$ cat config.mk
export PLATFORM = sky130hd
export DESIGN_NAME = issu_fifo
export DESIGN_NICKNAME = d
export VERILOG_FILES = /design/src/design/issu_pkg.sv /design/src/design/issu_fifo.sv
export SDC_FILE = /design/constraint.sdc
export NUM_CORES = 1
export LEC_CHECK = 0
export ABC_AREA = 1
export BUFFER_PORTS_ARGS = -buffer_cell sky130_fd_sc_hd__buf_2
export CAP_MARGIN = 40
export CORE_MARGIN = 5
export CORE_UTILIZATION = 40
export DETAILED_ROUTE_END_ITERATION = 12
export PLACE_DENSITY_LB_ADDON = 0.12
export REMOVE_ABC_BUFFERS = 1
export SLEW_MARGIN = 20
export SYNTH_ARGS = -nofsm -noshare
export SYNTH_HDL_FRONTEND = slang
export SYNTH_SLANG_ARGS = --single-unit
$ cat constraint.sdc
create_clock -name clk -period 1.6 [get_ports clk]
set_input_delay 0.32 -clock clk [delete_from_list [all_inputs] [get_ports clk]]
set_output_delay 0.32 -clock clk [all_outputs]
set_load 0.01 [all_outputs]
$ cat src/design/issu_pkg.sv
`default_nettype none

package issu_pkg;

	localparam int SITE_W       = 16;
	localparam int SIDE_W       = 9;
	localparam int MODE_W       = 2;
	localparam int CMD_W        = 2;
	localparam int TIDX_W       = 4;
	localparam int THR_W        = 33;
	localparam int RND_W        = 32;
	localparam int SUM_W        = 4;
	localparam int MAX_SIDE_DEF = 256;
	localparam int SIDE_RESET   = 16;
	localparam int TABLE_DEPTH  = 10;
	localparam int NBR_W        = 20;
	localparam int OFS_W        = 5;
	localparam int WORD_W       = 2 ** OFS_W;
	localparam int DIV_BITS     = 2;
	localparam int DIV_STEPS    = SITE_W / DIV_BITS;
	localparam int DIV_CNT_W    = $clog2(DIV_STEPS);
	localparam int NCNT_W       = 3;
	localparam int QUEUE_DEPTH  = 2;
	localparam int REG_IDX_W    = 4;
	localparam int CFG_DATA_W   = SIDE_W;

	localparam logic [REG_IDX_W-1:0] REG_SIDE = REG_IDX_W'(0);
	localparam logic [REG_IDX_W-1:0] REG_MODE = REG_IDX_W'(1);

	typedef enum logic [CMD_W-1:0] {
		CMD_WRITE_SPIN  = 2'd0,
		CMD_WRITE_TABLE = 2'd1,
		CMD_UPDATE      = 2'd2,
		CMD_READ        = 2'd3
	} cmd_t;

	typedef enum logic [MODE_W-1:0] {
		MODE_METROPOLIS = 2'd0,
		MODE_MULTI_HIT  = 2'd1,
		MODE_HEAT_BATH  = 2'd2,
		MODE_NONE       = 2'd3
	} mode_t;

	typedef enum logic [1:0] {
		F_IDLE,
		F_PREP,
		F_DIV,
		F_ADDR
	} f_state_t;

	typedef enum logic [2:0] {
		B_CLEAR,
		B_IDLE,
		B_RD0,
		B_RD1,
		B_RD2,
		B_EVAL,
		B_COMMIT
	} b_state_t;

	typedef struct packed {
		logic [CMD_W-1:0]  command;
		logic [SITE_W-1:0] site;
		logic              spin_value;
		logic [TIDX_W-1:0] table_index;
		logic [THR_W-1:0]  threshold;
		logic [RND_W-1:0]  random_fraction;
		logic              proposed_spin;
	} in_word_t;

	typedef struct packed {
		logic [SITE_W-1:0]        out_site;
		logic                     spin_now;
		logic                     changed;
		logic signed [SUM_W-1:0]  neighbour_sum;
	} out_word_t;

	typedef struct packed {
		in_word_t         item;
		logic             in_range;
		logic [NBR_W-1:0] up;
		logic [NBR_W-1:0] down;
		logic [NBR_W-1:0] left;
		logic [NBR_W-1:0] right;
	} job_t;

endpackage

`default_nettype wire

$ cat src/design/issu_fifo.sv
`default_nettype none

module issu_fifo #(
	parameter int W     = 8,
	parameter int DEPTH = issu_pkg::QUEUE_DEPTH
) (
	input  wire logic         clk,
	input  wire logic         arst_n,
	input  wire logic         push,
	input  wire logic [W-1:0] wdata,
	output logic              full,
	input  wire logic         pop,
	output logic [W-1:0]      rdata,
	output logic              empty
);

	localparam int PTR_W = (DEPTH > 1) ? $clog2(DEPTH) : 1;
	localparam int CNT_W = $clog2(DEPTH + 1);

	logic [W-1:0]     store_q [DEPTH];
	logic [PTR_W-1:0] wr_q;
	logic [PTR_W-1:0] rd_q;
	logic [CNT_W-1:0] cnt_q;
	logic             do_push;
	logic             do_pop;

	assign full    = (cnt_q == CNT_W'(DEPTH));
	assign empty   = (cnt_q == '0);
	assign do_push = push && !full;
	assign do_pop  = pop && !empty;
	assign rdata   = store_q[rd_q];

	always_ff @(posedge clk or negedge arst_n) begin
		if (!arst_n) begin
			wr_q  <= '0;
			rd_q  <= '0;
			cnt_q <= '0;
		end else begin
			if (do_push) begin
				wr_q <= (wr_q == PTR_W'(DEPTH - 1)) ? '0 : wr_q + PTR_W'(1);
			end
			if (do_pop) begin
				rd_q <= (rd_q == PTR_W'(DEPTH - 1)) ? '0 : rd_q + PTR_W'(1);
			end
			if (do_push && !do_pop) begin
				cnt_q <= cnt_q + CNT_W'(1);
			end else if (do_pop && !do_push) begin
				cnt_q <= cnt_q - CNT_W'(1);
			end
		end
	end

	always_ff @(posedge clk) begin
		if (do_push) begin
			store_q[wr_q] <= wdata;
		end
	end

endmodule

`default_nettype wire

==> results.py, run 1 <==
metrics = {
    "run_status": {
        "run_status": "complete, no violations",
    },
    "synthesis": {
        "synth_top_flop_cell": "sky130_fd_sc_hd__edfxtp_1",
        "synth.cell_area_um2": 810,
        "synth_commonest_cells": "sky130_fd_sc_hd__nand2_1 (33), sky130_fd_sc_hd__edfxtp_1 (16), sky130_fd_sc_hd__inv_1 (7)",
        "synth_top_cells_by_area": "sky130_fd_sc_hd__edfxtp_1 (59%), sky130_fd_sc_hd__nand2_1 (15%), sky130_fd_sc_hd__dfrtp_1 (12%), sky130_fd_sc_hd__inv_1 (3.2%), sky130_fd_sc_hd__ha_1 (1.5%)",
        "seq_area_frac_synth_pct": 71.7,
        "postSynthCellCount": 73,
        "asyncSetResetFlopFracSynth_pct": 20.0,
        "post-synth-top-count-cell": "sky130_fd_sc_hd__nand2_1",
        "synth-edff-count": 16,
        "top_cell_type_s_share_of_synthesized_area_pct": 59.4,
        "synth.yosys.warnings": 0,
        "synth_seq_cells": 20,
        "synth_largest_area_cell": "sky130_fd_sc_hd__edfxtp_1",
        "library_cells_used_by_synthesis": 14,
        "postSynthAreaPerCell_um2": 11.1,
    },
    "detailed_routing": {
        "dr_total_vias": 545,
        "remaining_drc_errors": 0,
        "drt-vias-per-instance": 4.22,
        "detail_route.wl_per_cell_um": 11.2,
        "total_wire_length_after_detailed_routing_um": 1440,
        "drt_first_pass_iters": 4,
        "dr.first_iter.drc_count": 8,
        "ant_nets": 0,
    },
    "floorplanning": {
        "floorplan.die_area_um2": 3020,
        "io-pin-count": 22,
        "initial_core_util_pct": 41.7,
        "floorplan.die.width_um": 55.0,
        "die_height_um": 55.0,
        "rows": 16,
        "coreArea_um2": 1940,
    },
    "timing": {
        "clock_skew_ns": 0.00882,
        "hold_viol": 0,
        "final-max-slew-violation-count": 0,
        "report.final.setup_viol": 0,
        "worst_slack_setup_final_ns": 0.123,
        "unrepaired_setup_endpoints_after_global_routing": "false",
        "finalSetupTns_ns": 0,
        "period_minus_slack_ns": 1.48,
        "fmaxAchievable_ghz": 0.677,
        "transition_time_at_the_pin_with_the_least_slew_margin_ns": 0.327,
        "min_period_over_period_pct": 92.3,
        "max_slew_margin_pct": 78.2,
    },
    "worst_setup_path": {
        "timing.critical_path.from": "rd_q",
        "worst-endpoint-required_ns": 1.28,
        "start_kind": "register",
        "critPathMaxFanout": 5,
        "reg2reg_from": "cnt_q[0]",
        "criticalPathCategory": "reg -> out",
        "timing.critical_path.to_type": "output port",
        "cp_data_arrival_time_ns": 1.16,
    },
    "power": {
        "worst_ir_drop_vdd_mv": 1.27,
        "finalPower_w": 0.00192,
        "pwr_density_cell_nw_per_um2": 1840,
        "power_leakage_nw": 0.496,
    },
    "grt": {
        "grt_start_max_net_pins": 13,
        "vias_in_the_first_global_route": 580,
        "gr-total-overflow": 0,
        "overall_track_demand_over_capacity_in_global_routing_pct": 12.2,
        "first_pass_grt_wire_length_um": 2450,
        "antenna_found_initial": 0,
    },
    "placed_design": {
        "detailedPlacementHpwl_um": 1050,
        "dp_worst_setup_slack_ns": 0.209,
        "numPortBuffers": 21,
        "place.gp.congestion": 0.785,
    },
    "final_layout": {
        "drive_above_1_share_pct": 32.4,
        "final_nets": 116,
        "area_growth_pct": 28.4,
        "insertedDiodeCount": 0,
        "nFillCells": 190,
    },
    "clocking": {
        "clock-sinks": 20,
        "clk_root_buffer_cell": "sky130_fd_sc_hd__clkbuf_4",
        "cts_buffer_depth": 2,
        "h-tree-depth": 1,
        "cts_tree": "done",
        "total_clock_buffers_created_by_cts": 3,
        "worstSkewPairLatency_ns": 0.30,
        "clk_pin_slew_ns": 0.12,
    },
    "worst_hold_path": {
        "timing.hold.worst.start": "wdata[7]",
        "hold_path_class": "in -> reg",
    },
    "flow_run": {
        "max_cap_violations": 0,
    },
}
## path summary, 6_finish.rpt
path | slack [ns] | cells past startpoint | endpoint
worst min-delay path | 0.20 | 1 | store_q[1][7]
worst max register to register | 0.19 | 6 | cnt_q[1]
worst min register to register | 0.49 | 2 | wr_q
worst max-delay path | 0.12 | 4 | rdata[4]
min in group asynchronous | 0.34 | 2 | wr_q
max in group asynchronous | 1.12 | 2 | rd_q
## area by class of cell
| type | instances | area (um2) | area share (%) |
|---|---|---|---|
| multi-input cells | 44 | 194 | 18.7 |
| inverters | 8 | 32.5 | 3.13 |
| flip-flops and latches | 20 | 582 | 56.0 |
| well taps | 27 | 33.8 | 3.25 |
| clock buffers | 3 | 22.5 | 2.17 |
| repair buffers | 26 | 145 | 14.0 |
| clock inverters | 1 | 30.0 | 2.89 |
## sequential cells by signal, summed over array words and instances (netlist names)
register / flops
wr_q: 1
cnt_q: 2
store_q: 16
rd_q: 1
## logic make-up (layout without fill, tap and decap cells)
logic type | Yosys count | after routing | share of synthesized area [%]
fa+ha+maj | 1 | 1 | 1.55
xor+xnor | 1 | 1 | 1.08
buf+inv | 9 | 38 | 4.33
simple gates | 40 | 40 | 20.1
compound gates | 2 | 2 | 1.24
flops | 20 | 20 | 71.7
## power breakdown
| group | leakage, nW | switching (W) | internal [W] | total, W |
|---|---|---|---|---|
| sequential | 0.196 | 0.0000815 | 0.000725 | 0.000806 |
| combinational | 0.272 | 0.000410 | 0.000291 | 0.000701 |
| clock | 0.0279 | 0.000157 | 0.000253 | 0.000410 |
| total | 0.496 | 0.000648 | 0.00127 | 0.00192 |
## per-layer routing
metal,track usage [%],part of all wire [%]
met1,11.8,41
met2,21.7,51
met3,4.29,6.4
met4,8.10,0.83
met5,0,0
## placed cells by master, fill, tap and decap left out
cell,count
sky130_fd_sc_hd__ha_1,1
sky130_fd_sc_hd__nand2_1,33
sky130_fd_sc_hd__xnor2_1,1
sky130_fd_sc_hd__nand3_1,1
sky130_fd_sc_hd__dfrtp_2,1
sky130_fd_sc_hd__edfxtp_1,16
sky130_fd_sc_hd__nor2_1,2
sky130_fd_sc_hd__buf_2,21
sky130_fd_sc_hd__inv_1,7
sky130_fd_sc_hd__bufinv_16,1
sky130_fd_sc_hd__dlygate4sd3_1,1
sky130_fd_sc_hd__clkbuf_4,3
sky130_fd_sc_hd__dfrtp_1,3
sky130_fd_sc_hd__nand3b_1,1
sky130_fd_sc_hd__inv_4,1
sky130_fd_sc_hd__nand4_1,1
sky130_fd_sc_hd__o21ai_0,2
sky130_fd_sc_hd__nor2_2,2
sky130_fd_sc_hd__buf_4,4
## what timing repair did
item                       4_1_cts  5_1_grt
hold endpoints to repair         4        0
setup buffers                    0        2
resized for setup                0        2
setup endpoints to repair        0        8
hold buffers                     1        0
## critical path: stages, from the launching register on
cell,delay (ns)
sky130_fd_sc_hd__dfrtp_2,0.46
sky130_fd_sc_hd__buf_4,0.17
sky130_fd_sc_hd__nand2_1,0.06
sky130_fd_sc_hd__nand2_1,0.05
sky130_fd_sc_hd__buf_2,0.13
## metrics by stage
step	cells	cell area, um2	hold slack, ns	util (%)
after CTS	127	1020	0.185	52.6
after global routing	129	1040	0.175	53.5
after floorplan	72	805	0.0244	-
after detailed placement	122	958	0.130	49.4
after global placement	122	958	0.132	49.4
final	129	1040	0.197	53.5
(Power assumes the default switching activity.)
==> run 2: changes to the inputs <==
--- a/config.mk
+++ b/config.mk
@@ -5,7 +5,7 @@
 export SDC_FILE = /design/constraint.sdc
 export NUM_CORES = 1
 export LEC_CHECK = 0
-export ABC_AREA = 1
+export ABC_AREA = 0
 export BUFFER_PORTS_ARGS = -buffer_cell sky130_fd_sc_hd__buf_2
 export CAP_MARGIN = 40
 export CORE_MARGIN = 5
==> results.py, run 2 <==
metrics = {
    "final_layout": {
        "drive_above_1_share_pct": 57.3,
        "multi_input_comb_area_um2": 219,
        "area_growth_pct": 42.4,
        "instances_no_fill": 102,
        "layout_commonest_cell": "sky130_fd_sc_hd__edfxtp_1",
        "largest-register": "store_q",
        "biggestRegsByFlops": "store_q: 16 flops, cnt_q: 2 flops",
        "largest_register_ffs": 16,
        "seqCellArea_um2": 583,
        "insertedDiodeCount": 0,
        "nFillCells": 154,
        "most-common-layout-cells": "sky130_fd_sc_hd__edfxtp_1 (16), sky130_fd_sc_hd__buf_2 (13), sky130_fd_sc_hd__buf_6 (10)",
        "fin_area_um2": 1110,
        "final_nets": 89,
    },
    "detailed_routing": {
        "total_wire_length_after_detailed_routing_um": 1240,
        "dr.first_iter.drc_count": 0,
        "remaining_drc_errors": 0,
        "dr_total_vias": 432,
        "ant_nets": 0,
        "detail_route.wl_per_cell_um": 12.1,
        "drt-vias-per-instance": 4.24,
        "drt_first_pass_iters": 1,
    },
    "synthesis": {
        "synth_top_cells_by_area": "sky130_fd_sc_hd__edfxtp_1 (61%), sky130_fd_sc_hd__dfrtp_1 (13%), sky130_fd_sc_hd__mux2_1 (8.6%), sky130_fd_sc_hd__mux2_2 (2.9%), sky130_fd_sc_hd__xnor2_1 (2.2%)",
        "asyncSetResetFlopFracSynth_pct": 20.0,
        "postSynthAreaPerCell_um2": 17.8,
        "postSynthCellCount": 44,
        "post-synth-top-count-cell": "sky130_fd_sc_hd__edfxtp_1",
        "library_cells_used_by_synthesis": 15,
        "top_cell_type_s_share_of_synthesized_area_pct": 61.4,
        "synth_top_flop_cell": "sky130_fd_sc_hd__edfxtp_1",
        "synth.yosys.warnings": 0,
        "synth_seq_cells": 20,
        "synth.cell_area_um2": 782,
        "synth_commonest_cells": "sky130_fd_sc_hd__edfxtp_1 (16), sky130_fd_sc_hd__mux2_1 (6), sky130_fd_sc_hd__dfrtp_1 (4)",
        "synth-edff-count": 16,
        "seq_area_frac_synth_pct": 74.2,
        "synth_largest_area_cell": "sky130_fd_sc_hd__edfxtp_1",
    },
    "placed_design": {
        "detailedPlacementHpwl_um": 853,
        "detailed_place.area_um2": 938,
        "dp_worst_setup_slack_ns": 0.158,
        "placed_cells_incl_taps": 94,
        "place.gp.congestion": 0.620,
        "numPortBuffers": 21,
    },
    "worst_setup_path": {
        "timing.critical_path.to_type": "output port",
        "worst-endpoint-required_ns": 1.28,
        "critical_path.n_buffers_inverters": 2,
        "start_kind": "register",
        "cp_data_arrival_time_ns": 1.28,
        "slowest_stage": "sky130_fd_sc_hd__dfrtp_2",
        "timing.critical_path.mode_cell": "sky130_fd_sc_hd__buf_6",
        "criticalPathCategory": "reg -> out",
        "critPathMaxFanout": 5,
        "worstPathCellList": "buf_6 > mux2_4 > buf_6",
        "critPathTopFamily": "flip-flops",
        "cp_slowest_stage_delay_ns": 0.43,
        "reg2reg_setup_slack_ns": 0.14,
    },
    "timing": {
        "worst_slack_setup_final_ns": 0.000733,
        "final-max-slew-violation-count": 0,
        "report.final.setup_viol": 0,
        "min_period_over_period_pct": 100,
        "unrepaired_setup_endpoints_after_global_routing": "true",
        "clock_skew_ns": 0.00371,
        "transition_time_at_the_pin_with_the_least_slew_margin_ns": 0.211,
        "fmaxAchievable_ghz": 0.625,
        "period_minus_slack_ns": 1.60,
        "finalSetupTns_ns": 0,
        "hold_viol": 0,
        "max_slew_margin_pct": 85.8,
    },
    "floorplanning": {
        "coreArea_um2": 1900,
        "floorplan.die_area_um2": 2940,
        "rows": 16,
        "die_height_um": 54.2,
        "initial_core_util_pct": 41.1,
        "floorplan.die.width_um": 54.2,
        "io-pin-count": 22,
    },
    "clocking": {
        "worstSkewPairLatency_ns": 0.29,
        "clock-sinks": 20,
        "cts_tree": "done",
        "cts_buffer_depth": 2,
        "clk_root_buffer_cell": "sky130_fd_sc_hd__clkbuf_4",
        "h-tree-depth": 1,
        "total_clock_buffers_created_by_cts": 3,
        "clk_pin_slew_ns": 0.11,
    },
    "grt": {
        "vias_in_the_first_global_route": 416,
        "grt_start_max_net_pins": 13,
        "gr-total-overflow": 0,
        "antenna_found_initial": 0,
        "overall_track_demand_over_capacity_in_global_routing_pct": 9.36,
        "first_pass_grt_wire_length_um": 1880,
    },
    "run_status": {
        "run_status": "complete, no violations",
    },
    "power": {
        "pwr_density_cell_nw_per_um2": 1890,
        "worst_ir_drop_vdd_mv": 0.879,
        "power_leakage_nw": 0.487,
    },
    "worst_hold_path": {
        "hold_path_class": "in -> reg",
    },
    "flow_run": {
        "max_cap_violations": 0,
    },
}
-- run 2: cell types whose count changed after synthesis, moves of 2 or more --
cell and delta:
sky130_fd_sc_hd__nor2_2 -2, sky130_fd_sc_hd__mux2_1 +6, sky130_fd_sc_hd__o21ai_0 -2, sky130_fd_sc_hd__inv_1 -5, sky130_fd_sc_hd__xor2_1 +2, sky130_fd_sc_hd__mux2_2 +2
sky130_fd_sc_hd__nand2_1 -33
-- run 2: worst reg2reg max path, cell delays in order (launching register included) --
cell and delay, ns:
sky130_fd_sc_hd__dfrtp_2 0.45, sky130_fd_sc_hd__nand2b_1 0.19, sky130_fd_sc_hd__nand2_2 0.11, sky130_fd_sc_hd__inv_1 0.05
sky130_fd_sc_hd__ha_1 0.30, sky130_fd_sc_hd__nor2_1 0.13, sky130_fd_sc_hd__xor2_1 0.16
-- run 2: worst paths after layout --
check                          from             to  cells past startpoint
max in group asynchronous    arst_n           rd_q                      2
min reg2reg                cnt_q[0]       cnt_q[0]                      1
min                        wdata[7]  store_q[0][7]                      1
max                            rd_q       rdata[6]                      3
min in group asynchronous    arst_n       cnt_q[1]                      2
max reg2reg                cnt_q[0]       cnt_q[1]                      6
-- run 2: power breakdown --
group,total (W),switching (W),internal [W]
logic,0.000894,0.000355,0.000539
clock network,0.000399,0.000146,0.000253
registers,0.000814,0.0000814,0.000732
total,0.00211,0.000582,0.00152
-- run 2: cell type report --
cell class              instances  share of cell area [%]
clock buffers                   3                    2.02
flip-flops and latches         20                    52.4
clock inverters                 1                    2.70
inverters                       2                   0.674
multi-input cells              21                    19.7
well taps                      27                    3.03
repair buffers                 28                    19.6
-- run 2: cell families (layout without fill, tap and decap cells) --
| logic type | Yosys count | in the layout | synth area share [%] |
|---|---|---|---|
| xor gates and xnor gates | 5 | 5 | 6.56 |
| AOI/OAI and AO/OA | 1 | 1 | 0.639 |
| buffers and inverters | 3 | 34 | 1.60 |
| and+or+nand+nor | 6 | 6 | 3.84 |
| adders and majority gates | 1 | 1 | 1.60 |
| DFF | 20 | 20 | 74.2 |
| muxes | 8 | 8 | 11.5 |
-- run 2: what timing repair did --
item / CTS / global route
endpoints found under the hold margin: 4 / 0
pin swaps: 0 / 0
hold buffers: 1 / 0
setup endpoints to repair: 8 / 9
setup buffers: 0 / 3
gates resized for setup: 1 / 20
-- run 2: metrics by stage --
step                      hold slack [ns]  util [%]  power, W
after CTS                           0.209      52.7   0.00183
after global placement              0.131      49.3   0.00142
final                               0.214      58.6   0.00211
after global routing                0.184      58.6   0.00224
after detailed placement            0.132      49.3   0.00142
after floorplan                    0.0244         -   0.00119
-- run 2: metal layers --
| metal | routed length [um] | share of wire [%] | global-route usage (%) |
|---|---|---|---|
| met5 | 0 | 0 | 0 |
| met1 | 530 | 43 | 11.0 |
| met4 | 0 | 0 | 2.49 |
| met2 | 654 | 53 | 16.1 |
| met3 | 52 | 4.2 | 3.27 |
==> run 3: changes to the inputs <==
--- a/config.mk
+++ b/config.mk
@@ -8,6 +8,7 @@
 export ABC_AREA = 0
 export BUFFER_PORTS_ARGS = -buffer_cell sky130_fd_sc_hd__buf_2
 export CAP_MARGIN = 40
+export CORE_ASPECT_RATIO = 1.5
 export CORE_MARGIN = 5
 export CORE_UTILIZATION = 40
 export DETAILED_ROUTE_END_ITERATION = 12
==> results.py, run 3 (same netlist as run 2, synthesis figures left out) <==
metrics = {
    "clocking": {
        "cts_buffer_depth": 2,
        "clk_root_buffer_cell": "sky130_fd_sc_hd__clkbuf_4",
        "worstSkewPairLatency_ns": 0.29,
        "cts_tree": "done",
        "h-tree-depth": 1,
        "clk_pin_slew_ns": 0.10,
        "clock-sinks": 20,
        "total_clock_buffers_created_by_cts": 3,
    },
    "grt": {
        "gr-usage-met3_pct": 1.69,
        "grtUsageMet2_pct": 17.8,
        "gr-total-overflow": 0,
        "vias_in_the_first_global_route": 520,
        "first_pass_grt_wire_length_um": 2190,
        "overall_track_demand_over_capacity_in_global_routing_pct": 10.6,
        "grt_start_max_net_pins": 12,
        "top_usage_layer": "met2",
        "antenna_found_initial": 0,
        "grtUsageMet1_pct": 11.5,
    },
    "placed_design": {
        "place.gp.congestion": 0.616,
        "dp_worst_setup_slack_ns": 0.129,
        "detailed_place.area_um2": 916,
        "detailedPlacementHpwl_um": 942,
        "numPortBuffers": 21,
    },
    "floorplanning": {
        "die_height_um": 64.2,
        "io-pin-count": 22,
        "initial_core_util_pct": 42.2,
        "floorplan.die_area_um2": 2960,
        "floorplan.die.width_um": 46.1,
        "coreArea_um2": 1850,
        "rows": 19,
    },
    "worst_hold_path": {
        "whs_endpoint": "store_q[1][2]",
        "hold_depth": 1,
        "hold_path_class": "in -> reg",
        "timing.hold.worst.start": "wdata[2]",
    },
    "worst_setup_path": {
        "slowest_stage": "sky130_fd_sc_hd__dfrtp_2",
        "timing.critical_path.mode_cell": "sky130_fd_sc_hd__buf_6",
        "cp_slowest_stage_delay_ns": 0.43,
        "critPathMaxFanout": 5,
        "criticalPathCategory": "reg -> out",
        "cp_data_arrival_time_ns": 1.28,
        "reg2reg_setup_slack_ns": 0.14,
        "timing.critical_path.to_type": "output port",
        "worst-endpoint-required_ns": 1.28,
        "critical_r2r_capture": "cnt_q[1]",
        "start_kind": "register",
        "reg2reg_from": "cnt_q[0]",
        "reg2regPathDepth": 7,
        "worstPathCellList": "buf_6 > mux2_4 > buf_6",
    },
    "flow_run": {
        "max_cap_violations": 0,
    },
    "run_status": {
        "run_status": "finished, violations left",
        "violations": "setup timing",
    },
    "timing": {
        "report.final.setup_viol": 2,
        "max_slew_margin_pct": 72.6,
        "fmaxAchievable_ghz": 0.624,
        "clock_skew_ns": 0.00203,
        "min_period_over_period_pct": 100,
        "final-max-slew-violation-count": 0,
        "transition_time_at_the_pin_with_the_least_slew_margin_ns": 0.412,
        "worst_slack_setup_final_ns": -0.00337,
        "final.hold.worst_slack_ns": 0.207,
        "period_minus_slack_ns": 1.60,
        "hold_viol": 0,
        "unrepaired_setup_endpoints_after_global_routing": "true",
    },
    "power": {
        "pwr_density_cell_nw_per_um2": 1820,
        "finalPower_w": 0.00195,
        "worst_ir_drop_vdd_mv": 0.894,
        "power_leakage_nw": 0.469,
    },
    "detailed_routing": {
        "dr_total_vias": 452,
        "drt-vias-per-instance": 4.76,
        "drt_first_pass_iters": 4,
        "dr.first_iter.drc_count": 11,
        "ant_nets": 0,
        "total_wire_length_after_detailed_routing_um": 1370,
        "remaining_drc_errors": 0,
        "detail_route.wl_per_cell_um": 14.4,
    },
    "final_layout": {
        "largest_register_ffs": 16,
        "layout_commonest_cell": "sky130_fd_sc_hd__edfxtp_1",
        "area_growth_pct": 37.1,
        "largest-register": "store_q",
        "drive_above_1_share_pct": 55.4,
        "most-common-layout-cells": "sky130_fd_sc_hd__edfxtp_1 (16), sky130_fd_sc_hd__buf_2 (13), sky130_fd_sc_hd__buf_6 (10)",
        "biggestRegsByFlops": "store_q: 16 flops, cnt_q: 2 flops",
        "fin_area_um2": 1070,
        "final_nets": 88,
        "insertedDiodeCount": 0,
        "finish.utilization_pct": 57.8,
    },
}
[run 3: cell types whose count changed in the layout (fill, tap and decap cells not counted)]
cell	delta
sky130_fd_sc_hd__buf_4	-1
sky130_fd_sc_hd__bufinv_16	-1
sky130_fd_sc_hd__clkbuf_1	+1
[run 3: timing repair]
action	4_1_cts	5_1_grt
pin swaps	0	0
hold buffers	1	0
endpoints found under the setup margin	8	9
hold endpoints to repair	4	0
resized for setup	1	21
setup buffers	1	3
[run 3: final cells by class]
cell class                      count  area [um2]
Multi-Input combinational cell     21         219
Inverter                            2        7.51
Clock buffer                        4        26.3
Tap cell                           21        26.3
Fill cell                         154         782
Sequential cell                    20         583
Timing Repair Buffer               27         210
[run 3: metrics by stage]
stage               setup TNS (ns)  instances
CTS                         -0.106         92
global placement                 0         86
floorplan                        0         43
detailed placement               0         86
global route                -0.341         95
finish                    -0.00607         95
[run 3: worst max-delay path by stage]
| stage | start | end | slack, ns | depth (start not counted) |
|---|---|---|---|---|
| finish | rd_q | rdata[7] | -0.003 | 3 |
| global route | rd_q | rdata[2] | -0.05 | 3 |
| CTS | rd_q | rdata[7] | -0.03 | 2 |
| detailed placement | cnt_q[0] | cnt_q[1] | 0.13 | 7 |
| global placement | rd_q | rdata[7] | 0.17 | 2 |
| floorplan | cnt_q[0] | store_q[0][0] | 0.21 | 3 |
[run 3: routing by layer]
| layer | routed length (um) | vias to the layer above |
|---|---|---|
| li1 | - | 218 |
| met1 | 550 | 216 |
| met2 | 725 | 14 |
| met3 | 59 | 4 |
| met4 | 29 | 0 |
| met5 | 0 | - |
[run 3: report_power, final]
part | internal, W | switching [W]
Combinational | 0.000534 | 0.000360
Sequential | 0.000733 | 0.0000831
Clock | 0.0000970 | 0.000140
Total | 0.00136 | 0.000584
[run 3: critical path, delay by kind of cell, from the launching register on]
family,cells,cell delay (ns)
buffers and inverters,2,0.26
muxes,1,0.30
DFF,1,0.43
